**src/rtl/core/rfce_pkg.sv**
```systemverilog
// ----------------------------------------------------------------------------
// rfce_pkg: light command frame encoder shared definitions
// Frame record type, scramble tables and byte-level helper functions.
// ----------------------------------------------------------------------------
package rfce_pkg;

    localparam int FRAME_LEN   = 10;  // length byte plus nine payload bytes
    localparam int TOTAL_BYTES = 12;  // frame bytes plus two CRC bytes
    localparam int QUEUE_DEPTH = 2;

    localparam logic [7:0]  LEN_BYTE      = 8'h09;
    localparam logic [7:0]  REQ_RESET     = 8'h45;
    localparam logic [7:0]  JUMP_LOW      = 8'h54;
    localparam logic [7:0]  JUMP_HIGH     = 8'hD3;
    localparam logic [7:0]  JUMP_ADD      = 8'h80;
    localparam logic [15:0] CRC_POLY      = 16'h8408;
    localparam logic [7:0]  LEN_BYTE_REV  = 8'h90;

    localparam int          ADDR_W           = 3;
    localparam logic [0:0]  REG_REQUEST_TYPE = 1'b0;

    typedef logic [FRAME_LEN-1:0][7:0] t_frame;

    // offset table, row then key[1:0]
    function automatic logic [7:0] offset_entry(input logic [2:0] row, input logic [1:0] col);
        logic [7:0] v;
        begin
            v = 8'h00;
            case ({row, col})
                5'd0:  v = 8'h45;  5'd1:  v = 8'h1F;  5'd2:  v = 8'h14;  5'd3:  v = 8'h5C;
                5'd4:  v = 8'h2B;  5'd5:  v = 8'hC9;  5'd6:  v = 8'hE3;  5'd7:  v = 8'h11;
                5'd8:  v = 8'h6D;  5'd9:  v = 8'h5F;  5'd10: v = 8'h8A;  5'd11: v = 8'h2B;
                5'd12: v = 8'hAF;  5'd13: v = 8'h03;  5'd14: v = 8'h1D;  5'd15: v = 8'hF3;
                5'd16: v = 8'h1A;  5'd17: v = 8'hE2;  5'd18: v = 8'hF0;  5'd19: v = 8'hD1;
                5'd20: v = 8'h04;  5'd21: v = 8'hD8;  5'd22: v = 8'h71;  5'd23: v = 8'h42;
                5'd24: v = 8'hAF;  5'd25: v = 8'h04;  5'd26: v = 8'hDD;  5'd27: v = 8'h07;
                5'd28: v = 8'h61;  5'd29: v = 8'h13;  5'd30: v = 8'h38;  5'd31: v = 8'h64;
                default: v = 8'h00;
            endcase
            return v;
        end
    endfunction

    function automatic logic [7:0] xor_byte(input logic [7:0] key);
        logic [3:0] lo;
        logic [3:0] hi;
        logic [2:0] x;
        logic [3:0] top;
        logic [3:0] bot;
        begin
            lo  = key[3:0];
            hi  = key[7:4];
            x   = 3'(hi + 4'((lo >= 4'd4) ? 1 : 0) + 4'd6);
            top = (4'd4 + {1'b0, x}) ^ 4'd1;
            bot = (lo + 4'd4) ^ 4'd2;
            return {top, bot};
        end
    endfunction

    function automatic logic [7:0] rev8(input logic [7:0] v);
        logic [7:0] r;
        begin
            for (int i = 0; i < 8; i++) begin
                r[i] = v[7-i];
            end
            return r;
        end
    endfunction

    // reflected CRC-16, one byte
    function automatic logic [15:0] crc_byte(input logic [15:0] crc, input logic [7:0] b);
        logic [15:0] s;
        begin
            s = crc;
            for (int j = 0; j < 8; j++) begin
                if (b[j] ^ s[0]) begin
                    s = (s >> 1) ^ CRC_POLY;
                end else begin
                    s = s >> 1;
                end
            end
            return s;
        end
    endfunction

endpackage

```
**src/rtl/core/rfce_front.sv**
```systemverilog
// ----------------------------------------------------------------------------
// rfce_front: command intake and payload scrambler
// Accepts a command, builds the ten frame bytes with the seven payload bytes
// scrambled, and writes the frame record into the queue.
// ----------------------------------------------------------------------------
module rfce_front (
    input  logic                i_push,
    input  logic                i_q_full,
    input  logic [7:0]          i_key_byte,
    input  logic [15:0]         i_device_id,
    input  logic [7:0]          i_group,
    input  logic [7:0]          i_command,
    input  logic [7:0]          i_argument,
    input  logic [7:0]          i_request_type,
    input  logic [7:0]          i_seq_count,
    output logic                o_q_write,
    output rfce_pkg::t_frame    o_frame
);

    logic [6:0][7:0] plain;
    logic [7:0]      xk;
    logic            jump;
    logic [7:0]      sum;
    logic [7:0]      check;

    assign o_q_write = i_push && !i_q_full;

    always_comb begin
        plain[0] = i_request_type;
        plain[1] = i_device_id[15:8];
        plain[2] = i_device_id[7:0];
        plain[3] = i_command;
        plain[4] = i_argument;
        plain[5] = i_seq_count;
        plain[6] = i_group;

        xk   = rfce_pkg::xor_byte(i_key_byte);
        jump = (i_key_byte >= rfce_pkg::JUMP_LOW) && (i_key_byte <= rfce_pkg::JUMP_HIGH);

        sum = xk;
        for (int i = 0; i < 7; i++) begin
            sum = sum + plain[i];
        end
        check = ((sum + 8'd2) ^ xk) + rfce_pkg::offset_entry(3'd7, i_key_byte[1:0]);

        o_frame[0] = rfce_pkg::LEN_BYTE;
        o_frame[1] = i_key_byte;
        for (int i = 0; i < 7; i++) begin
            o_frame[i+2] = (plain[i] ^ xk) + rfce_pkg::offset_entry(3'(i), i_key_byte[1:0])
                           + (jump ? rfce_pkg::JUMP_ADD : 8'h00);
        end
        o_frame[9] = check;
    end

endmodule

```
**src/rtl/core/rfce_queue.sv**
```systemverilog
// ----------------------------------------------------------------------------
// rfce_queue: frame record queue
// Short register queue between the scrambler and the serializer.
// ----------------------------------------------------------------------------
module rfce_queue #(
    parameter int DEPTH = rfce_pkg::QUEUE_DEPTH
) (
    input  logic                i_clk,
    input  logic                i_rst_n,
    input  logic                i_write,
    input  rfce_pkg::t_frame    i_wr_data,
    input  logic                i_read,
    output rfce_pkg::t_frame    o_rd_data,
    output logic                o_full,
    output logic                o_empty
);

    localparam int PTR_W = (DEPTH > 1) ? $clog2(DEPTH) : 1;
    localparam int CNT_W = $clog2(DEPTH + 1);

    rfce_pkg::t_frame  r_mem [DEPTH];
    logic [PTR_W-1:0]  r_wr_ptr;
    logic [PTR_W-1:0]  r_rd_ptr;
    logic [CNT_W-1:0]  r_count;

    assign o_full    = (r_count == CNT_W'(DEPTH));
    assign o_empty   = (r_count == '0);
    assign o_rd_data = r_mem[r_rd_ptr];

    always_ff @(posedge i_clk) begin
        if (i_write) begin
            r_mem[r_wr_ptr] <= i_wr_data;
        end
    end

    always_ff @(posedge i_clk) begin
        if (!i_rst_n) begin
            r_wr_ptr <= '0;
            r_rd_ptr <= '0;
            r_count  <= '0;
        end else begin
            if (i_write) begin
                r_wr_ptr <= (r_wr_ptr == PTR_W'(DEPTH - 1)) ? '0 : r_wr_ptr + 1'b1;
            end
            if (i_read) begin
                r_rd_ptr <= (r_rd_ptr == PTR_W'(DEPTH - 1)) ? '0 : r_rd_ptr + 1'b1;
            end
            if (i_write && !i_read) begin
                r_count <= r_count + 1'b1;
            end else if (!i_write && i_read) begin
                r_count <= r_count - 1'b1;
            end
        end
    end

endmodule

```
**src/rtl/core/rfce_back.sv**
```systemverilog
// ----------------------------------------------------------------------------
// rfce_back: frame serializer with CRC
// Sends the frame bytes one per cycle while the output is not stalled, folds
// each into the CRC, then sends the CRC low and high bytes, all bit-reversed.
// ----------------------------------------------------------------------------
module rfce_back (
    input  logic                i_clk,
    input  logic                i_rst_n,
    input  logic                i_q_empty,
    input  rfce_pkg::t_frame    i_q_frame,
    output logic                o_q_read,
    input  logic                i_pop,
    output logic                o_valid,
    output logic [7:0]          o_tx_byte,
    output logic                o_last_byte
);

    localparam logic [3:0] LAST_IDX = 4'(rfce_pkg::TOTAL_BYTES - 1);
    localparam logic [3:0] CRC_LO   = 4'(rfce_pkg::FRAME_LEN);

    logic               r_active;
    logic [3:0]         r_idx;
    rfce_pkg::t_frame   r_frame;
    logic [15:0]        r_crc;
    logic               r_out_valid;
    logic [7:0]         r_out_byte;
    logic               r_out_last;

    logic               adv;
    logic               load;
    logic [7:0]         cur_byte;

    assign adv      = r_active && (!r_out_valid || i_pop);
    assign load     = !i_q_empty && (!r_active || (adv && r_idx == LAST_IDX));
    assign o_q_read = load;

    always_comb begin
        if (r_idx < CRC_LO) begin
            cur_byte = r_frame[r_idx];
        end else if (r_idx == CRC_LO) begin
            cur_byte = r_crc[7:0];
        end else begin
            cur_byte = r_crc[15:8];
        end
    end

    always_ff @(posedge i_clk) begin
        if (load) begin
            r_frame <= i_q_frame;
        end
        if (load) begin
            r_crc <= '0;
        end else if (adv && r_idx < CRC_LO) begin
            r_crc <= rfce_pkg::crc_byte(r_crc, cur_byte);
        end
        if (adv) begin
            r_out_byte <= rfce_pkg::rev8(cur_byte);
            r_out_last <= (r_idx == LAST_IDX);
        end
    end

    always_ff @(posedge i_clk) begin
        if (!i_rst_n) begin
            r_active    <= 1'b0;
            r_idx       <= '0;
            r_out_valid <= 1'b0;
        end else begin
            if (load) begin
                r_active <= 1'b1;
                r_idx    <= '0;
            end else if (adv) begin
                // drop out of the frame after the CRC high byte
                if (r_idx == LAST_IDX) begin
                    r_active <= 1'b0;
                end
                r_idx <= r_idx + 1'b1;
            end
            if (adv) begin
                r_out_valid <= 1'b1;
            end else if (i_pop) begin
                r_out_valid <= 1'b0;
            end
        end
    end

    assign o_valid     = r_out_valid;
    assign o_tx_byte   = r_out_byte;
    assign o_last_byte = r_out_last;

endmodule

```
**src/rtl/core/rf_light_command_frame_encoder_top.sv**
```systemverilog
// ----------------------------------------------------------------------------
// rf_light_command_frame_encoder_top: light command radio frame encoder
//
//   channel   ports                                      direction
//   command   push/full, i_key_byte..i_argument          in
//   frame     empty/pop, o_tx_byte, o_last_byte          out
//   config    psel/penable/pwrite/paddr/pwdata/prdata    APB slave
//
// Each command yields twelve bytes, one per cycle when pop is held high; the
// byte-wide serializer starts a frame only after the last one's final byte;
// a command passes the queue, frame and output byte registers on its way out.
// The scrambler finishes in the accept cycle; a two-entry frame queue lets
// commands be taken while the serializer is busy or the output stalls.
// Reset is synchronous; it clears the queue, serializer, sequence count and
// sets request_type to 0x45.
// ----------------------------------------------------------------------------
module rf_light_command_frame_encoder_top #(
    parameter int QUEUE_DEPTH = rfce_pkg::QUEUE_DEPTH
) (
    input  logic                        i_clk,
    input  logic                        i_rst_n,
    input  logic                        push,
    output logic                        full,
    input  logic [7:0]                  i_key_byte,
    input  logic [15:0]                 i_device_id,
    input  logic [7:0]                  i_group,
    input  logic [7:0]                  i_command,
    input  logic [7:0]                  i_argument,
    output logic                        empty,
    input  logic                        pop,
    output logic [7:0]                  o_tx_byte,
    output logic                        o_last_byte,
    input  logic                        psel,
    input  logic                        penable,
    input  logic                        pwrite,
    input  logic [rfce_pkg::ADDR_W-1:0] paddr,
    input  logic [31:0]                 pwdata,
    output logic [31:0]                 prdata,
    output logic                        pready
);

    logic               req_sel;
    logic [7:0]         r_req_type;
    logic [7:0]         r_seq_count;
    logic               cfg_write;
    logic               q_write;
    logic               q_read;
    logic               q_full;
    logic               q_empty;
    logic               out_valid;
    rfce_pkg::t_frame   wr_frame;
    rfce_pkg::t_frame   rd_frame;

    assign req_sel   = (paddr[2] == rfce_pkg::REG_REQUEST_TYPE);
    assign pready    = 1'b1;
    assign cfg_write = psel && penable && pwrite && pready;
    assign prdata    = req_sel ? {24'h0, r_req_type} : 32'h0;

    always_ff @(posedge i_clk) begin
        if (!i_rst_n) begin
            r_req_type  <= rfce_pkg::REQ_RESET;
            r_seq_count <= '0;
        end else begin
            if (cfg_write && req_sel) begin
                r_req_type <= pwdata[7:0];
            end
            // advance once per accepted command
            if (q_write) begin
                r_seq_count <= r_seq_count + 1'b1;
            end
        end
    end

    rfce_front u_front (
        .i_push         (push),
        .i_q_full       (q_full),
        .i_key_byte     (i_key_byte),
        .i_device_id    (i_device_id),
        .i_group        (i_group),
        .i_command      (i_command),
        .i_argument     (i_argument),
        .i_request_type (r_req_type),
        .i_seq_count    (r_seq_count),
        .o_q_write      (q_write),
        .o_frame        (wr_frame)
    );

    rfce_queue #(
        .DEPTH (QUEUE_DEPTH)
    ) u_queue (
        .i_clk     (i_clk),
        .i_rst_n   (i_rst_n),
        .i_write   (q_write),
        .i_wr_data (wr_frame),
        .i_read    (q_read),
        .o_rd_data (rd_frame),
        .o_full    (q_full),
        .o_empty   (q_empty)
    );

    rfce_back u_back (
        .i_clk       (i_clk),
        .i_rst_n     (i_rst_n),
        .i_q_empty   (q_empty),
        .i_q_frame   (rd_frame),
        .o_q_read    (q_read),
        .i_pop       (pop),
        .o_valid     (out_valid),
        .o_tx_byte   (o_tx_byte),
        .o_last_byte (o_last_byte)
    );

    assign full  = q_full;
    assign empty = !out_valid;

    a_seq_advance: assert property (@(posedge i_clk) disable iff (!i_rst_n)
        (push && !full) |=> (r_seq_count == $past(r_seq_count) + 8'd1))
        else $error("sequence count did not advance on an accepted transaction");

    a_frame_start: assert property (@(posedge i_clk) disable iff (!i_rst_n)
        (pop && !empty && o_last_byte) |=> (empty || o_tx_byte == rfce_pkg::LEN_BYTE_REV))
        else $error("frame after a last byte does not open with the length byte");

    a_cfg_write: assert property (@(posedge i_clk) disable iff (!i_rst_n)
        (psel && penable && pwrite && paddr[2] == rfce_pkg::REG_REQUEST_TYPE)
        |=> (r_req_type == $past(pwdata[7:0])))
        else $error("request type register missed a write");

endmodule
```
**config.mk**
```make
export PLATFORM = sky130hd
export DESIGN_NAME = rf_light_command_frame_encoder_top
export DESIGN_NICKNAME = d
export VERILOG_FILES = /design/src/rtl/core/rfce_pkg.sv /design/src/rtl/core/rfce_front.sv /design/src/rtl/core/rfce_queue.sv /design/src/rtl/core/rfce_back.sv /design/src/rtl/core/rf_light_command_frame_encoder_top.sv
export SDC_FILE = /design/constraint.sdc
export NUM_CORES = 1
export LEC_CHECK = 0
export BUFFER_PORTS_ARGS = -buffer_cell sky130_fd_sc_hd__clkbuf_2
export CAP_MARGIN = 40
export CORE_MARGIN = 3
export CORE_UTILIZATION = 45
export DETAILED_ROUTE_END_ITERATION = 8
export PLACE_DENSITY_LB_ADDON = 0.2
export SYNTH_ARGS = -nofsm -noshare
export SYNTH_HDL_FRONTEND = slang
export SYNTH_SLANG_ARGS = --single-unit
```
**constraint.sdc**
```tcl
create_clock -name i_clk -period 5.8 [get_ports i_clk]
set_input_delay 0.58 -clock i_clk [delete_from_list [all_inputs] [get_ports i_clk]]
set_output_delay 0.58 -clock i_clk [all_outputs]
set_load 0.05 [all_outputs]
```
# Word level (Yosys, flattened, before mapping)
# Memory sizes are Yosys's and may differ from the RTL's. A register that Yosys moved wholly into a read port is not among the register bits.
# Index checks and enable logic that the tools add are counted.
[totals]
ff_bits = 59
ram_bits = 144
input_bits = 90
out_inout_bits = 44
memories = 1
[memory_table]
columns = ["memory", "depth", "word_bits", "rd", "rd_ports_with_merged_regs", "wr", "line", "text"]
rows = [
  ["u_queue.r_mem", 2, 72, 1, 1, 1, "rfce_queue.sv:21", "rfce_pkg::t_frame r_mem [DEPTH];"],
]
[classes]
add_sub_neg = 33
n_lt_le_gt_ge = 5
n_eq_ne = 6
n_mux = 48
bitwise_logic = 28
reduce_logical = 27
[op_table]
columns = ["cell", "count"]
rows = [
  ["$mux 16", 22],
  ["$pmux 8 s4", 8],
  ["$add 8x8->8", 22],
  ["$xor 8x8->8", 8],
  ["$mux 8", 5],
  ["$bmux 8 s4", 1],
  ["$not 2->3", 8],
  ["$logic_and 1x1->1", 11],
  ["$mux 1", 10],
  ["$add 8x1->8 const B", 1],
  ["$add 8x2->8 const B", 1],
  ["$eq 4x4->1 const B", 2],
  ["$ge 8x7->1 const B", 1],
  ["$le 8x8->1 const B", 1],
  ["$reduce_bool 2->1", 4],
  ["$xor 1x1->1", 8],
  ["$eq 2x2->1 const B", 3],
  ["$logic_not 1->1", 6],
  ["$lt 4x5->1 const B", 1],
  ["$add 3x3->4 const A", 1],
  ["$add 4x1->4 const B", 1],
  ["$add 4x3->4 const B", 1],
  ["$ge 4x3->1 const B", 1],
  ["$logic_not 2->1", 2],
  ["other kinds (12)", 18],
]

# Depth between registers and ports, before layout
# Gate-level depths: netlist of run 1.
[logic_depth]
word_depth = 33
mapped_depth = 19
depth_no_buf = 18

# Cells and area by module
# From an unflattened synthesis of run 1, not the netlist that was laid out.
[unflattened]
cells_unflattened = 1228
hier_area_um2 = 16281.9
[modules_own_cells]
columns = ["mod", "instances", "cells_each", "area_each_um2", "seq_area_each_um2"]
rows = [
  ["rfce_queue", 1, 271, 6019.5, 4904.7],
  ["rfce_back", 1, 342, 4792.1, 3113.0],
  ["rfce_front", 1, 506, 4558.1, 0.0],
  ["rf_light_command_frame_encoder_top", 1, 109, 912.1, 320.3],
]

# Worst setup path after synthesis of run 1
# No wires, ideal clock.
[synth_timing]
path_kind = "in2reg"
from = "in i_key_byte[2]"
to = "mem u_queue.r_mem[0][71] in the netlist's numbering (data pin)"
setup_time_ps = 264
arrival_ps = 4882
required_ps = 5536
slack_ps = 653
stages = 18
n_path_buf = 1
cell_sequence = "buf_2 > inv_2 > ha_1 > inv_1 > ha_1 > inv_1 > ha_1 > xor2_1 > fa_1 > inv_1 > fa_1 > fa_1 > ha_1 > xnor2_1 > xnor2_1 > ha_1 > a21oi_1 > xnor2_1"
[synth_between]
elab_chain_cells = 16
[synth_lines]
columns = ["element", "line", "text"]
rows = [
  ["start, declared", "rf_light_command_frame_encoder_top.sv:24", "input logic [7:0] i_key_byte,"],
  ["$ge 4x3->1", "rfce_pkg.sv:53", "x = 3'(hi + 4'((lo >= 4'd4) ? 1 : 0) + 4'd6);"],
  ["$mux 1", "rfce_pkg.sv:53", ""],
  ["$add 3x3->3 (2 in series)", "rfce_pkg.sv:53", ""],
  ["$add 3x3->4", "rfce_pkg.sv:54", "top = (4'd4 + {1'b0, x}) ^ 4'd1;"],
  ["$not 1->1 (no line)", "-", ""],
  ["$add 8x8->8 (7 in series)", "rfce_front.sv:42", "sum = sum + plain[i];"],
  ["$add 8x2->8", "rfce_front.sv:44", "check = ((sum + 8'd2) ^ xk) + rfce_pkg::offset_entry(3'd7, i_key_byte[1:0]);"],
  ["$xor 8x8->8 *", "rfce_front.sv:44", ""],
  ["$add 8x8->8 *", "rfce_front.sv:44", ""],
  ["via u_front.check[7]", "rfce_front.sv:24", "logic [7:0] check;"],
  ["end, declared", "rfce_queue.sv:21", ""],
]
# The timed path passes the listed nets; every way through them passes the cells marked *.

# Worst setup path in the final report of run 1
[layout_timing]
from = "reg r_req_type[3]"
to = "mem u_queue.r_mem[0][71] in the netlist's numbering (data pin)"
[layout_between]
elab_chain_cells = 10
[layout_lines]
columns = ["element", "line", "text"]
rows = [
  ["start, declared", "rf_light_command_frame_encoder_top.sv:43", "logic [7:0] r_req_type;"],
  ["start signal, assigned", "rf_light_command_frame_encoder_top.sv:61", "r_req_type <= rfce_pkg::REQ_RESET;"],
  ["start signal, assigned", "rf_light_command_frame_encoder_top.sv:65", "r_req_type <= pwdata[7:0];"],
  ["$add 8x8->8 (7 in series)", "rfce_front.sv:42", ""],
  ["$add 8x2->8", "rfce_front.sv:44", ""],
  ["$xor 8x8->8", "rfce_front.sv:44", ""],
  ["$add 8x8->8", "rfce_front.sv:44", ""],
  ["via u_front.check[7]", "rfce_front.sv:24", ""],
]
# The timed path passes the listed nets, and every way through them passes these cells.

==> impl_metrics.csv, run 1 <==
group,metric,value,unit
global_route,grt_most_used_layer,"met2",
sta,setup_tns,0,ps
floorplanning,top_ports,134,
critical_path,worst_ep_arrival_time,5040,ps
synthesis,synth_edf_count,225,
global_route,gr-usage-all-layers,18.9,%
synthesis,synth_top_cell_by_area,"edfxtp_1",
critical_path,timing.critical_path.to_type,"register",
synthesis,synth_ff_type,"edfxtp_1",
synthesis,post_synth_instance_area,15000,um2
sta,hold_viol,0,
power,total_power,8.61,mW
place,gpl.final_weighted_congestion,0.846,
global_route,grt_first_pass_wirelength,51.3,mm
global_route,vias_in_the_first_global_route,8763,
drt,drc_errors,0,
global_route,grt.met1_usage,25.9,%
global_route,grt_use_met3,2.24,%
clock_tree,tritoncts,"yes",
sta,fin_ws,1020,ps
sta,finalCriticalPeriod,4780,ps
global_route,gr-total-overflow,0,
critical_path,reg2regPathDepth,17,
worst_hold_path,worst_hold_path_type,"in -> reg",
drt,drt_pre_antenna_iters,5,
drt,drt_iter0_drc,545,
clock_tree,cts.htree.levels,1,
synthesis,postSynthCellCount,1155,
flow_run,timing.max_cap.violations,0,
finish,n_antenna_cell,0,
drt,detailroute.via_count,8694,
drt,post_drt_wl_per_cell,19.6,um
global_route,maximum_number_of_pins_on_one_net_before_global_route_repair,58,
critical_path,worstPathRequired,6060,ps
global_route,antenna_found_initial,1,
clock_tree,worstSkewPairLatency,550,ps
place,hpwlAfterDp,25.4,mm
critical_path,start_kind,"register",
finish,final_net_count,1490,
floorplanning,die_span_x,189,um
floorplanning,core_area,32800,um2
clock_tree,cts_made_buffers,29,
sta,rel_slew_slack,43.2,%
synthesis,ys_async_sr_fraction,0,%
clock_tree,cts-hold-fix-buffers,0,
drt,detail-route-antenna-nets,0,
critical_path,r2r_slack,1020,ps
finish,drive_above_1_share,19.6,%
clock_tree,cts_max_path_buffers,3,
floorplanning,die_h,189,um
clock_tree,clkSlewWorstSetupHoldPaths,60,ps
synthesis,yosysWarnings,0,
synthesis,yosys_register_bits,267,
clock_tree,ctsResizeCount,0,
power,pwr_density_cell,510,nW/um2
sta,grt_setup_unrepaired,"false",
sta,achievable-frequency,0.209,GHz
place,dp_slack,601,ps
floorplanning,core.rowCount,66,
synthesis,post-synth-top-area-fraction,44.9,%
power,power.leakage,6.77,nW
synthesis,syn_area_per_cell,13.0,um2
drt,vias_per_cell,5.07,
sta,post-route-period-util,82.3,%
sta,final_count_of_pins_violating_max_slew,0,
power,ir_drop,0.000303,V
clock_tree,cts.sinks,267,
critical_path,crit_fanout,3,
place,place.port_buffers,82,
worst_hold_path,hold_path_depth,3,
clock_tree,cts_setup_buffers,0,
sta,setup_viol,0,
status,result_of_the_run,"completed",
sta,worst_pin_slew,850,ps
synthesis,synthTopCellsByArea,"edfxtp_1 45%, ha_1 8.3%, xnor2_1 6.9%, fa_1 6.4%, dfxtp_1 5.6%",
floorplanning,design.die.area,35700,um2
drt,drt-total-wl,33.6,mm
finish,area_delta_synth_final,12.2,%
floorplanning,initial_core_util,45.9,%
synthesis,synth.yosys.seq_area_share,50.5,%
clock_tree,cell_chosen_for_the_clock_root,"clkbuf_16",
synthesis,yosysUniqueCellTypes,66,
sta,fin_skew,20.0,ps
global_route,grt_util_met2,32.6,%
critical_path,timing.setup.critical_path_class,"reg -> reg",
[layer usage]
metal,share of wire (%),vias up
met4,1.8,0
li1,-,4188
met3,3.7,33
met1,45,4283
met2,49,190
met5,0,-
[per-stage QoR]
step	instances	hold WS, ps	utilization [%]	instance area, um2
3_3_place_gp	1660	453	48.4	15900
4_1_cts	1715	212	51.5	16900
6_report	1715	243	51.5	16900
5_1_grt	1715	245	51.5	16900
2_1_floorplan	1178	441	-	15100
3_5_place_dp	1663	468	48.6	15900
[worst max-delay path, cell delays in order, from the launching register on]
cell      delay, ps
dfxtp_1         360
inv_1           100
fa_1            490
inv_1            50
fa_1            460
fa_1            580
inv_1            60
fa_1            540
inv_1            70
fa_1            480
xor2_1          170
ha_1            310
inv_1            80
o21bai_1         70
a21oi_1         240
o21bai_1        100
a21oi_1         200
xnor2_1         130
[cell families (layout without fill, tap and decap cells)]
group / count (synthesis) / after routing / synth area share, %
multiplexers: 104 / 104 / 7.75
AND/OR/NAND/NOR: 142 / 142 / 4.58
adder cells (fa/ha/maj): 148 / 148 / 14.7
AO/OA/AOI/OAI: 147 / 147 / 6.69
flip-flops: 267 / 267 / 50.5
XOR/XNOR: 166 / 166 / 10.2
other: 2 / 25 / 0.0499
buffers and inverters: 179 / 274 / 5.53
[power by group]
group          switching, mW  internal [mW]  total, mW
combinational           2.06           1.46       3.52
sequential             0.229           3.02       3.25
clock                  0.736           1.11       1.84
[placed cells by master (no fill, tap or decap), types with 4 or more instances in the layout]
cell type / n
clkbuf_1: 6
clkinv_1: 5
nor2b_1: 10
nor2_1: 37
buf_4: 18
a221oi_1: 7
nand2_1: 49
a21boi_0: 9
xor2_1: 41
edfxtp_1: 225
mux2_1: 16
o21bai_1: 11
clkbuf_16: 29
inv_1: 115
and2_1: 9
fa_1: 48
o211ai_1: 4
o22ai_1: 7
mux2i_1: 13
bufinv_16: 4
mux2_2: 74
nor3_1: 6
a21oi_1: 44
a31o_2: 5
nand2b_1: 7
a21o_1: 20
conb_1: 25
ha_1: 100
o21ai_0: 13
a211oi_1: 10
dfxtp_1: 40
xnor2_1: 118
clkbuf_2: 82
clkinv_2: 5
[cell usage after synthesis, types with 2 or more instances]
master      n
o21ai_0    13
o21bai_1   11
a211oi_1   10
a21oi_1    44
o22ai_1     7
inv_1     116
xnor3_1     2
dfxtp_1    42
a21boi_0    9
conb_1      2
a221oi_1    7
nor3b_1     3
and3_1      2
buf_2       2
edfxtp_1  225
or3_1       3
mux2_1     16
clkbuf_1   24
a21oi_2     2
xnor2_1   118
nor3_2      2
nand3_1     3
a31o_2      5
fa_1       48
or2_2       2
mux2_2     74
a21o_1     20
buf_4      27
buf_6       6
nand4_1     3
ha_1      100
nor2_1     37
mux2i_1    13
o221ai_1    3
xnor2_2     2
nand2b_1    7
o211ai_1    4
nor3_1      6
and2_1      9
xor2_1     41
nand2_1    49
nor2b_1    11
a31oi_1     2
[area by class of cell]
class                   count  area, um2
repair buffers            104        628
inverters                 118        443
flip-flops and latches    267       7600
clock inverters            16        185
clock buffers              36        762
fillers                  2872      15900
well taps                 442        553
multi-input cells         732       6720
[worst paths after layout]
check	end	from
min reg2reg	u_back.r_crc[6]	u_back.r_crc[6]
min	r_req_type[6]	pwdata[6]
max reg2reg	u_queue.r_mem[0][71]	r_req_type[3]
max	u_queue.r_mem[0][71]	r_req_type[3]
[sequential cells by signal (all words and copies together) (netlist names)]
signal / cells
u_queue.r_mem: 144
u_back.r_frame: 72
u_back.r_crc: 16
r_req_type: 8
r_seq_count: 8
u_back.o_tx_byte: 8
u_back.r_idx: 4
u_queue.r_count: 2
u_back.o_last_byte: 1
u_back.o_valid: 1
u_back.r_active: 1
u_queue.r_rd_ptr: 1
u_queue.r_wr_ptr: 1
Note: power is estimated with default switching activity, not from simulation.
==> run 2, diff against run 1 <==
- clock period: 5.8 -> 4.8 ns (I/O delays scaled with it)
==> run 2 against run 1 <==
Combinational power increased by 33%. Fmax up 4.0%. Global-route usage is 0.24 points higher. Clock power grew 9%. Final cell count rose by 2.0%. Critical endpoint is now u_queue.r_mem[1][71]. Hold slack worse by 92 ps. Register-to-register slack worse by 820 ps. Largest cell class unchanged. Clock skew is 14 ps higher. Critical path depth decreased by 1. Largest power group unchanged. Flip-flop and latch count stayed put. Die area is the same.
==> impl_metrics.csv, run 2 (same netlist as run 1, synthesis figures left out) <==
group,metric,value,unit
status,result_of_the_run,"completed",
floorplanning,core_area,32800,um2
power,pwr_density_cell,619,nW/um2
clock_tree,cts_setup_buffers,0,
clock_tree,cts.htree.levels,1,
critical_path,worstPathRequired,5080,ps
global_route,gr-usage-all-layers,19.1,%
drt,detailroute.via_count,8756,
clock_tree,clkSlewWorstSetupHoldPaths,60,ps
floorplanning,core.rowCount,66,
clock_tree,tritoncts,"yes",
floorplanning,die_span_x,189,um
critical_path,timing.critical_path.slowest_stage_cell,"fa_2",
drt,detail-route-antenna-nets,0,
sta,grt_setup_unrepaired,"false",
power,power.share.switching,34.5,%
finish,largest_register_ffs,144,
critical_path,timing.critical_path.to_type,"register",
sta,hold_viol,0,
floorplanning,top_ports,134,
place,total_cell_area_at_the_placement_stage,16200,um2
finish,largest-register,"u_queue.r_mem",
critical_path,critical_path.startpoint,"r_req_type[2]",
drt,drc_errors,0,
power,power.combinational.fraction,44.4,%
place,hpwlAfterDp,25.9,mm
clock_tree,cts.sinks,267,
floorplanning,die_h,189,um
critical_path,critical_path.most_common_cell,"fa_1",
place,gpl.final_weighted_congestion,0.839,
sta,setup_viol,0,
sta,post-route-period-util,95.7,%
drt,post_drt_wl_per_cell,19.2,um
drt,vias_per_cell,5.01,
finish,registers_with_the_most_flip_flops,"u_queue.r_mem x144, u_back.r_frame x72, u_back.r_crc x16",
sta,setup_tns,0,ps
global_route,antenna_found_initial,0,
finish,area_delta_synth_final,13.7,%
finish,utilization,52.2,%
global_route,vias_in_the_first_global_route,8992,
critical_path,cp_cell_sequence,"inv_2 -> fa_1 -> inv_1 -> fa_2 -> fa_1 -> fa_1 -> ha_2 -> fa_1 -> xor2_1 -> ha_1 -> inv_1 -> o21bai_1 -> a21oi_2 -> o21bai_1 -> a21oi_1 -> xnor2_1",
finish,drive_above_1_share,22.4,%
critical_path,crit_fanout,3,
critical_path,timing.setup.critical_path_class,"reg -> reg",
critical_path,worst_ep_arrival_time,4870,ps
clock_tree,cell_chosen_for_the_clock_root,"clkbuf_16",
global_route,grt_first_pass_wirelength,52.4,mm
finish,final_net_count,1527,
global_route,gr-total-overflow,0,
clock_tree,cts_max_path_buffers,3,
power,power.sequential.fraction,36.7,%
sta,rel_slew_slack,47.4,%
finish,n_antenna_cell,0,
floorplanning,initial_core_util,45.9,%
critical_path,start_kind,"register",
clock_tree,cts_made_buffers,28,
sta,final_count_of_pins_violating_max_slew,0,
critical_path,critPathTopFamily,"adder cells",
finish,finish.instance_area,17100,um2
power,p_switching,3.65,mW
critical_path,timing.critical_path.buf_inv,3,
clock_tree,worstSkewPairLatency,550,ps
critical_path,max_stage_delay,570,ps
power,cell_internal_pwr,6.93,mW
sta,achievable-frequency,0.218,GHz
sta,finalCriticalPeriod,4590,ps
global_route,maximum_number_of_pins_on_one_net_before_global_route_repair,57,
flow_run,timing.max_cap.violations,0,
floorplanning,design.die.area,35700,um2
finish,mostFrequentLayoutCell,"edfxtp_1",
sta,fin_skew,33.9,ps
drt,drt_pre_antenna_iters,4,
power,ir_drop,0.000439,V
worst_hold_path,worst_hold_path_type,"in -> reg",
sta,worst_pin_slew,788,ps
place,place.port_buffers,82,
finish,final_cell_mix,"225 x edfxtp_1, 118 x xnor2_1, 114 x inv_1",
power,pwr-share-clk,18.9,%
drt,drt-total-wl,33.6,mm
drt,drt_iter0_drc,589,
power,power.leakage,6.90,nW
worst_hold_path,worst_hold_startpoint,"pwdata[3]",
sta,whs,151,ps
critical_path,timing.rr.start,"r_req_type[2]",
## run 2: path summary, 6_finish.rpt
kind / slack [ps] / cells past startpoint / end
worst max-delay path: 210 / 16 / u_queue.r_mem[1][71]
worst min-delay path: 150 / 3 / r_req_type[3]
worst max register to register: 210 / 16 / u_queue.r_mem[1][71]
worst min register to register: 490 / 2 / u_back.r_crc[6]
## run 2: what timing repair did
item,4_1_cts,5_1_grt
gates resized for setup,0,8
endpoints found under the setup margin,0,6
hold buffers,0,0
## run 2: area by class of cell
cell class / instances / area, um2
multi-input combinational: 732 / 6730
sequential: 267 / 7610
inverter: 118 / 443
clock buffer: 32 / 716
timing repair buffer: 142 / 931
tap: 442 / 553
clock inverter: 16 / 126
fill: 2817 / 15700
## run 2: power by group through the flow
stage               clock (mW)  sequential [mW]  combinational (mW)
finish                    2.00             3.89                4.69
global route              2.14             3.95                5.19
CTS                       2.04             3.89                4.71
detailed placement           0             3.94                4.69
global placement             0             3.95                4.49
floorplan                    0             3.92                3.10
## run 2: per-stage QoR
step / total power, mW / cells / setup slack [ps]
after floorplan: 7.03 / 1178 / 26.2
after global placement: 8.44 / 1698 / -115
after detailed placement: 8.62 / 1701 / -220
after CTS: 10.6 / 1749 / 60.6
after global routing: 11.3 / 1749 / 35.9
final: 10.6 / 1749 / 208
## run 2: layer usage
layer  wire, um  up-vias  track usage (%)
li1           -     4253                -
met3       1220       44             2.46
met2      16500      166             32.6
met4        687        0             4.41
met5          0        -                0
met1      15200     4293             26.3
## run 2: worst register-to-register path, cell delays in order, from the launching register on
cell and delay [ps]:
dfxtp_2 350, inv_2 60, fa_1 490, inv_1 60, fa_2 570, fa_1 420
fa_1 490, ha_2 220, fa_1 500, xor2_1 180, ha_1 290, inv_1 60
o21bai_1 160, a21oi_2 90, o21bai_1 160, a21oi_1 100, xnor2_1 140
